`config.mk`:
```
export PLATFORM = sky130hd
export DESIGN_NAME = tcce_front
export DESIGN_NICKNAME = d
export VERILOG_FILES = /design/src/hw/rtl/tcce_pkg.sv /design/src/hw/rtl/tcce_front.sv
export SDC_FILE = /design/constraint.sdc
export NUM_CORES = 1
export LEC_CHECK = 0
export BUFFER_PORTS_ARGS = -buffer_cell sky130_fd_sc_hd__buf_2
export CORE_ASPECT_RATIO = 1.5
export CORE_MARGIN = 5
export CORE_UTILIZATION = 51
export CTS_CLUSTER_DIAMETER = 30
export CTS_CLUSTER_SIZE = 28
export DETAILED_ROUTE_END_ITERATION = 12
export PLACE_DENSITY = 0.78
export REMOVE_ABC_BUFFERS = 1
export SYNTH_ARGS = -nofsm -noshare
export SYNTH_HDL_FRONTEND = slang
export SYNTH_SLANG_ARGS = --single-unit
```
`constraint.sdc`:
```
create_clock -name clk -period 2.6 [get_ports clk]
set_input_delay 0.52 -clock clk [delete_from_list [all_inputs] [get_ports clk]]
set_output_delay 0.52 -clock clk [all_outputs]
set_load 0.1 [all_outputs]
```
`src/hw/rtl/tcce_pkg.sv`:
```
package tcce_pkg;

    // Default screen geometry.
    localparam int COLUMNS_DEF = 80;
    localparam int ROWS_DEF    = 25;

    // Field widths fixed by the stream payload.
    localparam int CHAR_W     = 8;
    localparam int ROW_PORT_W = 5;
    localparam int COL_PORT_W = 7;
    localparam int CELL_W     = 16;
    localparam int MODE_W     = 2;

    // Character and attribute constants.
    localparam logic [CHAR_W-1:0] CH_NEWLINE   = 8'h0A;
    localparam logic [CHAR_W-1:0] CH_BACKSPACE = 8'h08;
    localparam logic [CHAR_W-1:0] CH_SPACE     = 8'h20;
    localparam logic [CHAR_W-1:0] ATTR_RESET   = 8'h0F;

    // Input mode codes.
    localparam logic [MODE_W-1:0] MODE_PUT   = 2'd0;
    localparam logic [MODE_W-1:0] MODE_CLEAR = 2'd1;
    localparam logic [MODE_W-1:0] MODE_READ  = 2'd2;

    // Command queue between the front and back parts.
    localparam int QUEUE_DEPTH = 2;
    localparam int QPTR_W      = (QUEUE_DEPTH > 1) ? $clog2(QUEUE_DEPTH) : 1;
    localparam int QCNT_W      = $clog2(QUEUE_DEPTH + 1);

    // Classified operation handed to the back part.
    typedef enum logic [2:0] {
        OP_NOP       = 3'd0,
        OP_WRITE     = 3'd1,
        OP_NEWLINE   = 3'd2,
        OP_BACKSPACE = 3'd3,
        OP_CLEAR     = 3'd4,
        OP_READ      = 3'd5
    } op_t;

    typedef struct packed {
        op_t                   op;
        logic [CHAR_W-1:0]     ch;
        logic [ROW_PORT_W-1:0] rd_row;
        logic [COL_PORT_W-1:0] rd_col;
        logic                  rd_ok;
    } cmd_t;

endpackage

```
`src/hw/rtl/tcce_front.sv`:
```
module tcce_front #(
    parameter int COLUMNS = tcce_pkg::COLUMNS_DEF,
    parameter int ROWS    = tcce_pkg::ROWS_DEF
) (
    input  logic                          clk,
    input  logic                          rst_n,
    input  logic                          s_tvalid,
    output logic                          s_tready,
    input  logic [23:0]                   s_tdata,  // char_code, read_row, read_col
    input  logic [tcce_pkg::MODE_W-1:0]   s_tuser,  // mode
    output logic                          cmd_valid,
    output tcce_pkg::cmd_t                cmd,
    input  logic                          cmd_pop
);

    tcce_pkg::cmd_t                    cls_cmd;
    tcce_pkg::cmd_t                    q_reg [tcce_pkg::QUEUE_DEPTH];
    logic [tcce_pkg::QPTR_W-1:0]       wr_ptr_reg;
    logic [tcce_pkg::QPTR_W-1:0]       wr_ptr_next;
    logic [tcce_pkg::QPTR_W-1:0]       rd_ptr_reg;
    logic [tcce_pkg::QPTR_W-1:0]       rd_ptr_next;
    logic [tcce_pkg::QCNT_W-1:0]       count_reg;
    logic [tcce_pkg::QCNT_W-1:0]       count_next;
    logic                              push;
    logic                              pop;

    // Unpack the incoming word and classify it.
    always_comb
    begin
        cls_cmd.ch     = s_tdata[7:0];
        cls_cmd.rd_row = s_tdata[12:8];
        cls_cmd.rd_col = s_tdata[19:13];
        cls_cmd.rd_ok  = (32'(s_tdata[12:8]) < 32'(ROWS)) &&
                         (32'(s_tdata[19:13]) < 32'(COLUMNS));
        case (s_tuser)
            tcce_pkg::MODE_PUT:
            begin
                if (s_tdata[7:0] == tcce_pkg::CH_NEWLINE)
                begin
                    cls_cmd.op = tcce_pkg::OP_NEWLINE;
                end
                else if (s_tdata[7:0] == tcce_pkg::CH_BACKSPACE)
                begin
                    cls_cmd.op = tcce_pkg::OP_BACKSPACE;
                end
                else
                begin
                    cls_cmd.op = tcce_pkg::OP_WRITE;
                end
            end
            tcce_pkg::MODE_CLEAR:
            begin
                cls_cmd.op = tcce_pkg::OP_CLEAR;
            end
            tcce_pkg::MODE_READ:
            begin
                cls_cmd.op = tcce_pkg::OP_READ;
            end
            default:
            begin
                cls_cmd.op = tcce_pkg::OP_NOP;
            end
        endcase
    end

    // Queue handshake.
    assign s_tready  = (count_reg != tcce_pkg::QCNT_W'(tcce_pkg::QUEUE_DEPTH));
    assign push      = s_tvalid && s_tready;
    assign cmd_valid = (count_reg != '0);
    assign pop       = cmd_pop && cmd_valid;
    assign cmd       = q_reg[rd_ptr_reg];

    // Pointer and fill count updates.
    always_comb
    begin
        wr_ptr_next = wr_ptr_reg;
        rd_ptr_next = rd_ptr_reg;
        count_next  = count_reg;
        if (push)
        begin
            wr_ptr_next = (wr_ptr_reg == tcce_pkg::QPTR_W'(tcce_pkg::QUEUE_DEPTH - 1)) ?
                          '0 : wr_ptr_reg + 1'b1;
        end
        if (pop)
        begin
            rd_ptr_next = (rd_ptr_reg == tcce_pkg::QPTR_W'(tcce_pkg::QUEUE_DEPTH - 1)) ?
                          '0 : rd_ptr_reg + 1'b1;
        end
        if (push && !pop)
        begin
            count_next = count_reg + 1'b1;
        end
        else if (pop && !push)
        begin
            count_next = count_reg - 1'b1;
        end
    end

    always_ff @(posedge clk or negedge rst_n)
    begin
        if (!rst_n)
        begin
            wr_ptr_reg <= '0;
            rd_ptr_reg <= '0;
            count_reg  <= '0;
        end
        else
        begin
            wr_ptr_reg <= wr_ptr_next;
            rd_ptr_reg <= rd_ptr_next;
            count_reg  <= count_next;
        end
    end

    // Queue storage carries no reset.
    always_ff @(posedge clk)
    begin
        if (push)
        begin
            q_reg[wr_ptr_reg] <= cls_cmd;
        end
    end

endmodule

```
==> impl_metrics.json, run 1 <==
{
  "status": "completed",
  "synth_top_family_by_area": "multiplexers",
  "route.detailed.drc": 0,
  "synth_top_area_cell": "edfxtp_1",
  "synth_area_per_cell_sq_um": 19.0,
  "die_w_um": 61.5,
  "min_period_over_period_pct": 84.5,
  "utilization_pct": 64.8,
  "antenna_found_initial": 0,
  "finalHoldViolations": 0,
  "totalWireLength_um": 3570,
  "synthAdderAreaFrac_pct": 1.85,
  "cp-start-kind": "register",
  "clock_sinks": 52,
  "critPathKind": "reg -> out",
  "report.final.slew_viol_count": 0,
  "hpwl_um": 2590,
  "drtIter0Drc": 30,
  "drive_above_1_share_pct": 53.9,
  "portBuffers": 51,
  "place_area_sq_um": 2350,
  "n_antenna_cell": 0,
  "initial_core_util_pct": 52.2,
  "tightest_slew_ns": 0.496,
  "via_count": 1116,
  "cts_buffers": 5,
  "critPathRequiredTime_ns": 2.08,
  "synth_area_leaders": "edfxtp_1 71%, mux2_2 13%, dfrtp_1 4.9%",
  "cap_violations": 0,
  "synth_warnings": 0,
  "antenna_left": 0,
  "hold_class": "in -> reg",
  "io_pins": 56,
  "muxShareOfSynthArea_pct": 13.3,
  "cts.path.max_buffers": 2,
  "post_drt_wl_per_cell_um": 16.8,
  "first_global_vias": 1212,
  "gp_congestion": 0.731,
  "grt_pass1_wl_um": 5510,
  "grt_start_max_net_pins": 25,
  "ys_seq_area_share_pct": 75.9,
  "cts.reportedPaths.clkPinSlew_ns": 0.08,
  "ys_types": 21,
  "synth_top_area_share_pct": 71.0,
  "area_growth_pct": 24.2,
  "ys_seq_elements": 52,
  "final_area_sq_um": 2520,
  "post_drt_via_cell_ratio": 5.26,
  "largest_reg_flops": 48,
  "grt_usage_pct": 14.5,
  "rows": 28,
  "design.core.area_sq_um": 3890,
  "path_max_fanout": 24,
  "synth_area_sq_um": 2030,
  "synthCells": 107,
  "synth_edf_count": 48,
  "rsz0062_at_grt": "false",
  "cts_setup_buffers": 0,
  "cp.arrival_ns": 1.68,
  "relSlewSlack_pct": 67.2,
  "ctsHtreeMaxLevel": 2,
  "final_net_count": 199,
  "synth-xor-area-share_pct": 2.16,
  "clock_skew_ns": 0.00521,
  "async_flop_share_pct": 7.69,
  "crit_path_end_kind": "primary output",
  "synth-simple-area-share_pct": 4.25,
  "worstSkewPairLatency_ns": 0.30,
  "die_area_sq_um": 5370,
  "grt_overflow": 0,
  "cts_tree": "built",
  "synth_compound_area_share_pct": 1.23,
  "min_period_ns": 2.20,
  "die_y_um": 87.3,
  "fmax_ghz": 0.455,
  "drtPass1Iterations": 4,
  "cts-root-buf": "clkbuf_8",
  "synth_ff_type": "edfxtp_1",
  "finalSetupViolCount": 0
}
[worst paths after layout]
| path | cells after the start | slack, ns | startpoint | end |
|---|---|---|---|---|
| min in group asynchronous | 2 | 0.55 | rst_n | wr_ptr_reg$_DFFE_PN0P_ |
| hold / removal | 1 | 0.41 | s_tdata[16] | q_reg[0][4]$_DFFE_PP_ |
| max in group asynchronous | 2 | 1.94 | rst_n | rd_ptr_reg$_DFFE_PN0P_ |
| setup / recovery | 3 | 0.40 | rd_ptr_reg$_DFFE_PN0P_ | cmd[22] |
| hold reg to reg | 1 | 0.49 | rd_ptr_reg$_DFFE_PN0P_ | rd_ptr_reg$_DFFE_PN0P_ |
| setup reg to reg | 7 | 1.08 | count_reg[0]$_DFFE_PN0P_ | count_reg[1]$_DFFE_PN0P_ |
[synthesized netlist by cell type (2+ instances only)]
cell type / instances
nor2_1: 2
xor2_1: 2
buf_2: 3
xnor2_1: 3
o21ai_0: 2
edfxtp_1: 48
dfrtp_1: 4
inv_1: 3
nand2_1: 3
ha_1: 3
mux2_2: 24
[final cells by class]
type                       count  area (sq um)
timing repair buffer          55           288
tap                           45          56.3
clock inverter                 3          90.1
inverter                       3          11.3
multi-input combinational     49           465
clock buffer                   5          68.8
sequential                    52          1540
fill                         279          1370
[cell usage in the layout, fill, tap and decap left out, types with 2 or more instances in the layout]
cell	synthesis	final
inv_1	3	3
o21ai_0	2	2
edfxtp_1	48	48
ha_1	3	3
buf_2	3	51
clkbuf_8	0	5
buf_4	0	3
dfrtp_1	4	4
xor2_1	2	2
nand2_1	3	3
bufinv_16	0	3
xnor2_1	3	3
mux2_2	24	24
[metal layers]
layer  GRT usage, %  wire [um]  vias up
met3           4.45        201        7
li1               -          -      528
met4           6.37         67        0
met1           14.0       1220      552
met5              0          0        -
met2           26.7       2080       29
[kinds of logic (layout without fill, tap and decap cells)]
| kind of cell | after synthesis | count (layout) |
|---|---|---|
| flops | 52 | 52 |
| mux | 24 | 24 |
| simple gates | 13 | 13 |
| buf+inv | 6 | 66 |
| xor+xnor | 5 | 5 |
| compound gates | 4 | 4 |
| fa+ha+maj | 3 | 3 |
[timing repair]
action / in CTS / in global routing
gates resized for setup: 0 / 0
hold buffers: 0 / 1
hold endpoints to repair: 0 / 4
[worst max-delay path, stage by stage, from the launching register on]
cell     delay, ns
dfrtp_1       0.37
buf_4         0.33
mux2_2        0.39
buf_2         0.29
[through the flow]
stage                     setup TNS [ns]  hold WS (ns)  worst slack [ns]  cells
after global routing                   0         0.394             0.316    212
after global placement                 0         0.324             0.733    203
after detailed placement               0         0.329             0.713    203
after CTS                              0      0.000346             0.374    211
final                                  0         0.411             0.402    212
after floorplan                    -7.60         0.224            -0.317    104
Power of run 1 is left out: the tool's default activity adds up to more than one toggle a clock period on the data nets, which glitch-free logic cannot reach.
==> inputs of run 2 (changes only) <==
Settings changed: ABC_AREA from default to 1, CORE_UTILIZATION 51 to 47, PLACE_DENSITY 0.78 to 0.75.
Clock period 2.6 ns to 2 ns, I/O delays scaled along.
==> run 2 against run 1 <==
Final cell count is 38% higher. Via count up 28%. Setup slack lost 0.15 ns. First-iteration DRC count fell by 10%. Sequential share of layout area fell by 8.5 points. Routed wire length rose by 8.3%. Core utilization increased by 0.74 points. Count of clock-buffer cells in the layout unchanged. Synthesized area is 5.0% higher. Critical path depth rose by 1. Critical path type unchanged. Largest cell class unchanged. Highest routed layer unchanged.
==> impl_metrics.json, run 2 <==
{
  "status": "completed",
  "worstSkewPairLatency_ns": 0.30,
  "report.final.slew_viol_count": 0,
  "synth_top_area_share_pct": 67.6,
  "n_antenna_cell": 0,
  "final_area_sq_um": 2930,
  "path_max_fanout": 25,
  "async_flop_share_pct": 7.69,
  "path_buf_inv": 2,
  "die_y_um": 92.5,
  "drtIter0Drc": 27,
  "synth_edf_count": 48,
  "totalWireLength_um": 3860,
  "finalSetupViolCount": 0,
  "cts.path.max_buffers": 2,
  "netlist_top_cells_count": "85 x nand2_1, 48 x edfxtp_1, 13 x inv_1",
  "fin_ws_ns": 0.249,
  "synth_area_per_cell_sq_um": 11.7,
  "grt_usage_pct": 13.7,
  "cp-start-kind": "register",
  "cp_common_cell": "nand2_1",
  "path_delay_family": "flip-flops",
  "drive_above_1_share_pct": 29.9,
  "fillers": 338,
  "rsz0062_at_grt": "false",
  "synth_top_area_cell": "edfxtp_1",
  "cts_resized": 0,
  "rows": 30,
  "via_count": 1423,
  "post_drt_wl_per_cell_um": 13.2,
  "path_cells": "inv_4, nand2_1, nand2_1, buf_12",
  "drtPass1Iterations": 4,
  "worst-path-stages": 4,
  "clock_sinks": 52,
  "crit_path_end_kind": "primary output",
  "grt_start_max_net_pins": 26,
  "hpwl_um": 2910,
  "antenna_left": 0,
  "design.core.area_sq_um": 4470,
  "finalHoldViolations": 0,
  "cpMaxStageDelayCell": "dfrtp_1",
  "synth_ff_type": "edfxtp_1",
  "post_drt_via_cell_ratio": 4.87,
  "holdWs_ns": 0.289,
  "cts-root-buf": "clkbuf_8",
  "critPathRequiredTime_ns": 1.60,
  "first_global_vias": 1342,
  "utilization_pct": 65.6,
  "final_net_count": 276,
  "min_period_ns": 1.75,
  "final_cell_mix": "85 x nand2_1, 48 x edfxtp_1, 27 x buf_2",
  "final_common_cell": "nand2_1",
  "critPathKind": "reg -> out",
  "ys_types": 22,
  "synth_area_sq_um": 2130,
  "ys_seq_area_share_pct": 72.3,
  "route.detailed.drc": 0,
  "area_growth_pct": 37.4,
  "portBuffers": 51,
  "cp.arrival_ns": 1.35,
  "cts_tree": "built",
  "place_area_sq_um": 2810,
  "reg2reg_depth": 9,
  "cts_buffers": 5,
  "ctsHtreeMaxLevel": 2,
  "whs_path_depth": 1,
  "relSlewSlack_pct": 67.9,
  "synth_warnings": 0,
  "cap_violations": 0,
  "largest_reg_flops": 48,
  "min_period_over_period_pct": 87.6,
  "grt_pass1_wl_um": 6130,
  "tightest_slew_ns": 0.485,
  "initial_core_util_pct": 47.7,
  "fmax_ghz": 0.571,
  "io_pins": 56,
  "hold_class": "in -> reg",
  "synth_area_leaders": "edfxtp_1 68%, nand2_1 15%, dfrtp_1 4.7%",
  "die_w_um": 65.0,
  "synthCells": 183,
  "grt_overflow": 0,
  "ys_seq_elements": 52,
  "die_area_sq_um": 6010,
  "synth.most_common_cell": "nand2_1",
  "pre_cts_slack_ns": 0.548,
  "crit_path_max_incr_delay_ns": 0.43,
  "clock_skew_ns": 0.00862,
  "antenna_found_initial": 0,
  "gp_congestion": 0.705,
  "cts.reportedPaths.clkPinSlew_ns": 0.09
}
run 2: cell count changes after synthesis, moves of 5 or more:
| cell | delta |
|---|---|
| mux2_2 | -24 |
| nor2_1 | +5 |
| inv_1 | +10 |
| nand2_1 | +82 |
run 2: worst paths after layout:
kind	startpoint	endpoint	slack [ns]
max	rd_ptr_reg$_DFFE_PN0P_	cmd[15]	0.25
min in group asynchronous	rst_n	count_reg[0]$_DFFE_PN0P_	0.44
max reg2reg	count_reg[0]$_DFFE_PN0P_	count_reg[1]$_DFFE_PN0P_	0.58
max in group asynchronous	rst_n	wr_ptr_reg$_DFFE_PN0P_	1.44
min reg2reg	count_reg[0]$_DFFE_PN0P_	count_reg[0]$_DFFE_PN0P_	0.53
min	s_tdata[14]	q_reg[0][2]$_DFFE_PP_	0.29
run 2: metrics by stage:
stage,TNS (ns),std cells
after floorplan,-5.58,178
after global placement,0,283
after detailed placement,0,283
after CTS,0,292
after global routing,0,292
final,0,292
run 2: metal layers:
metal / wire (um) / vias up / track usage [%]
met5: 0 / - / 0
met4: 77 / 0 / 7.58
met3: 195 / 6 / 4.00
met2: 2190 / 39 / 25.4
met1: 1400 / 667 / 12.9
li1: - / 711 / -
run 2: cell families (layout without fill, tap and decap cells):
family	Yosys count	count (layout)	synth area share, %
compound gates	2	2	0.587
xor+xnor	2	2	0.822
fa+ha+maj	3	3	1.76
buf+inv	22	83	5.16
flops	52	52	72.3
simple gates	102	102	19.4
run 2: what timing repair did:
action / in CTS / in global routing
buffers inserted: 0 / 0
setup endpoints to repair: 0 / 0
endpoints found under the hold margin: 4 / 0
hold buffers: 1 / 0
run 2: layout make-up:
class                           count  area, sq um  area share (%)
Inverter                           17         67.6            2.31
Multi-Input combinational cell    109          483            16.5
Sequential cell                    52         1540            52.6
Timing Repair Buffer               58          671            22.9
Clock inverter                      3         37.5            1.28
Clock buffer                        5         68.8            2.35
Tap cell                           48         60.1            2.05
Power of run 2 is left out for the same reason.
